--- config.mk ---
export PLATFORM = sky130hd
export DESIGN_NAME = bwc_fifo
export DESIGN_NICKNAME = d
export VERILOG_FILES = /design/src/rtl/core/bwc_fifo.sv
export SDC_FILE = /design/constraint.sdc
export NUM_CORES = 1
export LEC_CHECK = 0
export BUFFER_PORTS_ARGS = -buffer_cell sky130_fd_sc_hd__buf_4
export CORE_ASPECT_RATIO = 0.8
export CORE_UTILIZATION = 35
export CTS_CLUSTER_SIZE = 25
export DETAILED_ROUTE_END_ITERATION = 10
export SLEW_MARGIN = 0
export SYNTH_ARGS = -nofsm -noshare
export SYNTH_HDL_FRONTEND = slang
export SYNTH_SLANG_ARGS = --single-unit
--- constraint.sdc ---
create_clock -name clk -period 1.45 [get_ports clk]
set_input_delay 0.2175 -clock clk [delete_from_list [all_inputs] [get_ports clk]]
set_output_delay 0.2175 -clock clk [all_outputs]
set_load 0.05 [all_outputs]
--- src/rtl/core/bwc_fifo.sv ---
`default_nettype none

module bwc_fifo #(
    parameter int W     = 8,
    parameter int DEPTH = 4,
    localparam int PW   = (DEPTH > 1) ? $clog2(DEPTH) : 1,
    localparam int CW   = $clog2(DEPTH + 1)
) (
    input  wire logic          clk,
    input  wire logic          rst_n,
    input  wire logic          push,
    input  wire logic [W-1:0]  wdata,
    input  wire logic          pop,
    output logic      [W-1:0]  rdata,
    output logic               empty,
    output logic      [CW-1:0] count
);

    logic [W-1:0]  mem [DEPTH];
    logic [PW-1:0] wr_ptr_reg;
    logic [PW-1:0] rd_ptr_reg;
    logic [CW-1:0] count_reg;

    always_ff @(posedge clk or negedge rst_n)
    begin
        if (!rst_n)
        begin
            wr_ptr_reg <= '0;
            rd_ptr_reg <= '0;
            count_reg  <= '0;
        end
        else
        begin
            if (push)
            begin
                wr_ptr_reg <= (wr_ptr_reg == PW'(DEPTH - 1)) ? '0 : wr_ptr_reg + 1'b1;
            end
            if (pop)
            begin
                rd_ptr_reg <= (rd_ptr_reg == PW'(DEPTH - 1)) ? '0 : rd_ptr_reg + 1'b1;
            end
            if (push && !pop)
            begin
                count_reg <= count_reg + 1'b1;
            end
            else if (pop && !push)
            begin
                count_reg <= count_reg - 1'b1;
            end
        end
    end

    always_ff @(posedge clk)
    begin
        if (push)
        begin
            mem[wr_ptr_reg] <= wdata;
        end
    end

    assign rdata = mem[rd_ptr_reg];
    assign empty = (count_reg == '0);
    assign count = count_reg;

endmodule

`default_nettype wire

==> key figures <==
Placement
  – Placed Cells: 168
  – Number of port buffers: 23
  – Dpl hpwl: 1890 µm
  – Routability cong.: 0.636
  – Placed Area: 0.00190 mm²

Detailed routing
  – Antenna Nets Post-Route: 0
  – Residual DRC: 0
  – First-pass iteration count of the detailed router: 4
  – Detailed-route via count: approximately 800
  – WL per Instance: between 10 and 15 µm
  – WL met2: between 1000 and 1500 µm
  – Via density: 4.53
  – Max layer used: met4
  – Metal-1 WL: 1130 µm
  – Met3 wire length: approximately 94 µm
  – DR iter-0 viols: 23
  – Post-Route WL: around 2600 µm

Logic synthesis
  – Syn avg cell area: roughly 20 µm²
  – Synth warnings: 0
  – Unique masters post-synth: 17
  – Post-Syn Instances: slightly below 80
  – Syn Nets: 97
  – Flops & latches, synth: 39
  – Post-synthesis sequential area ratio: 72.7%
  – Post-Syn Area: 0.00156 mm²

Layout
  – Layout cells sized above 1: around 48%
  – # nets final: 139
  – Max reg flops: 32
  – Area growth syn-to-layout: 31.7%
  – Post-route design area: 0.00206 mm²
  – Number of standard cells in the final layout excluding fillers: 178
  – # diodes: 0

Floorplanning
  – Die Wd: between 70 and 80 µm
  – DIE AREA: 0.00474 mm²
  – Row cnt: 21
  – Core region area: 0.00423 mm²
  – Chip Height: 61.8 µm
  – I/O pins: 24
  – Initial cell density of the core: a little under two fifths

STA
  – Final setup violation count: 8
  – RSZ-0062 raised after global routing: true
  – Crit share post-route: 120%
  – Worst-Margin Slew: approximately 0.44 ns
  – Fin. Hold Viols: 0
  – Rel. slew slack: a little over two thirds
  – Final WS setup: -0.285 ns
  – Fin Hold WS: 0.130 ns
  – Skew final: 0.00425 ns
  – Crit path time final: 1.74 ns
  – Slew Limit Fails: 0
  – Max frequency: 576 MHz

Power
  – Power Dens Cells: 2230 mW/mm²
  – Leakage power: 0.797 nW
  – Peak VDD IR: about 0.73 mV
  – Total power: 4.58 mW

Worst setup path
  – Reg2Reg Setup Slack: 0.13 ns
  – Worst Setup SP: rd_ptr_reg[0]
  – Worst-path fanout max: 5
  – CP max-delay cell: mux4_2
  – Worst stage delay on the critical path: 0.50 ns
  – Worst Setup EP: rdata[7]
  – Critical path class: flip-flop to output pin
  – Worst R2R Path Depth: 4
  – CP cell instances: buf_4, mux4_2, buf_6
  – R2R Path End: count[2]
  – Setup crit end kind: output pin
  – CP arrival: 1.52 ns
  – Worst r2r src: count[0]
  – Critical path required time: 1.23 ns
  – Crit path launch type: flip-flop

CTS
  – CTS tree: built
  – Clock buffer depth: 2
  – Worst skew pair latency: 0.29 ns
  – Worst-path clk slew: 0.07 ns
  – Root buf cell: clkbuf_8
  – Clock tree sinks: 39
  – # H-tree levels: 2
  – Clock buffer count from CTS: 5

Outcome
  – Status: finished with violations
  – Failing checks: negative setup slack

Global routing
  – First-pass GRT wire length: 4080 µm
  – Initial antenna violation count: 0
  – GRT overflow: 0
  – Total track usage: 12.8%
  – Largest net degree at the start of global routing: 13
  – Vias in the first global route: 861

Worst hold path
  – Hold crit path type: input pin to flip-flop

Job
  – Max cap viols: 0
-- cell families (layout without fill, tap and decap cells) --
logic type	Yosys count	after routing	synth area share, %
and+or+nand+nor	9	9	2.96
xor gates and xnor gates	3	3	1.68
DFF	39	39	72.7
AOI/OAI and AO/OA	2	2	0.641
buffers and inverters	7	50	2.24
adders and majority gates	7	7	6.08
muxes	11	11	13.7
-- synthesized netlist by cell type (all sizes together) --
master / number / share of area (%)
edfxtp: 32 / 61
mux4: 8 / 12
dfrtp: 7 / 11
ha: 6 / 4.8
inv: 5 / 1.2
and2: 4 / 1.6
mux2: 3 / 2.2
buf: 2 / 1.0
nor2: 2 / 0.48
o21ai: 2 / 0.64
xor2: 2 / 1.1
fa: 1 / 1.3
nand2: 1 / 0.24
nand3: 1 / 0.32
nor3: 1 / 0.32
xnor2: 1 / 0.56
-- worst min path at each step --
stage | end | slack [ns] | start | cells past startpoint
floorplan | count[0] | -0.08 | rst_n | 0
global placement | count[2] | 0.04 | rst_n | 1
detailed placement | count[2] | 0.04 | rst_n | 1
CTS | mem[2][2] | 0.12 | wdata[2] | 1
global route | mem[2][2] | 0.11 | wdata[2] | 1
finish | mem[3][6] | 0.13 | wdata[6] | 1
-- metrics by stage --
step                setup TNS, ns  setup slack (ns)  util [%]
detailed placement        -0.0158           -0.0138      44.9
floorplan                 -0.0669           -0.0669         -
finish                      -2.17            -0.285      48.7
global placement                0           0.00327      44.9
CTS                         -2.35            -0.306      48.4
global route                -2.58            -0.342      48.7
-- what timing repair did --
action,4_1_cts,5_1_grt
hold buffers,1,0
gates cloned,0,0
pin swaps,0,2
setup endpoints to repair,8,9
setup buffers,0,1
endpoints found under the hold margin,7,0
resized for setup,8,1
-- report_power, final --
| group | leakage, nW | switching [mW] | internal, mW |
|---|---|---|---|
| Clock | 0.0556 | 0.363 | 0.503 |
| Combinational | 0.366 | 1.17 | 0.885 |
| Sequential | 0.375 | 0.181 | 1.48 |
-- routing by layer --
layer / global-route usage, % / vias up
li1: - / 380
met1: 14.0 / 406
met2: 21.8 / 16
met3: 6.13 / 4
met4: 5.77 / 0
met5: 0 / -
-- worst max-delay path: cells and delay by family, from the launching register on --
family                 cells  cell delay, ns
buffers and inverters      2            0.33
flip-flops                 1            0.39
multiplexers               1            0.50
-- layout make-up --
type	instances	area, µm²
sequential	39	1140
tap	57	71.3
multi-input combinational	32	399
timing repair buffer	37	323
fill	373	2170
clock buffer	5	68.8
inverter	5	18.8
clock inverter	3	38.8
-- layout by cell type (no fill, tap or decap) --
master         instances
buf_6                  8
clkbuf_8               5
dlygate4sd3_1          1
nor2_1                 2
nand3_1                1
clkinv_1               1
xnor2_1                1
and2_1                 4
o21ai_0                2
clkinv_2               1
fa_2                   1
dfrtp_1                5
buf_4                 27
nor3_2                 1
edfxtp_1              32
xor2_1                 2
dfrtp_2                2
mux2_2                 3
nand2_1                1
bufinv_16              1
buf_12                 1
mux4_2                 8
ha_1                   6
inv_1                  5
Power figures use the tool's default switching activity.
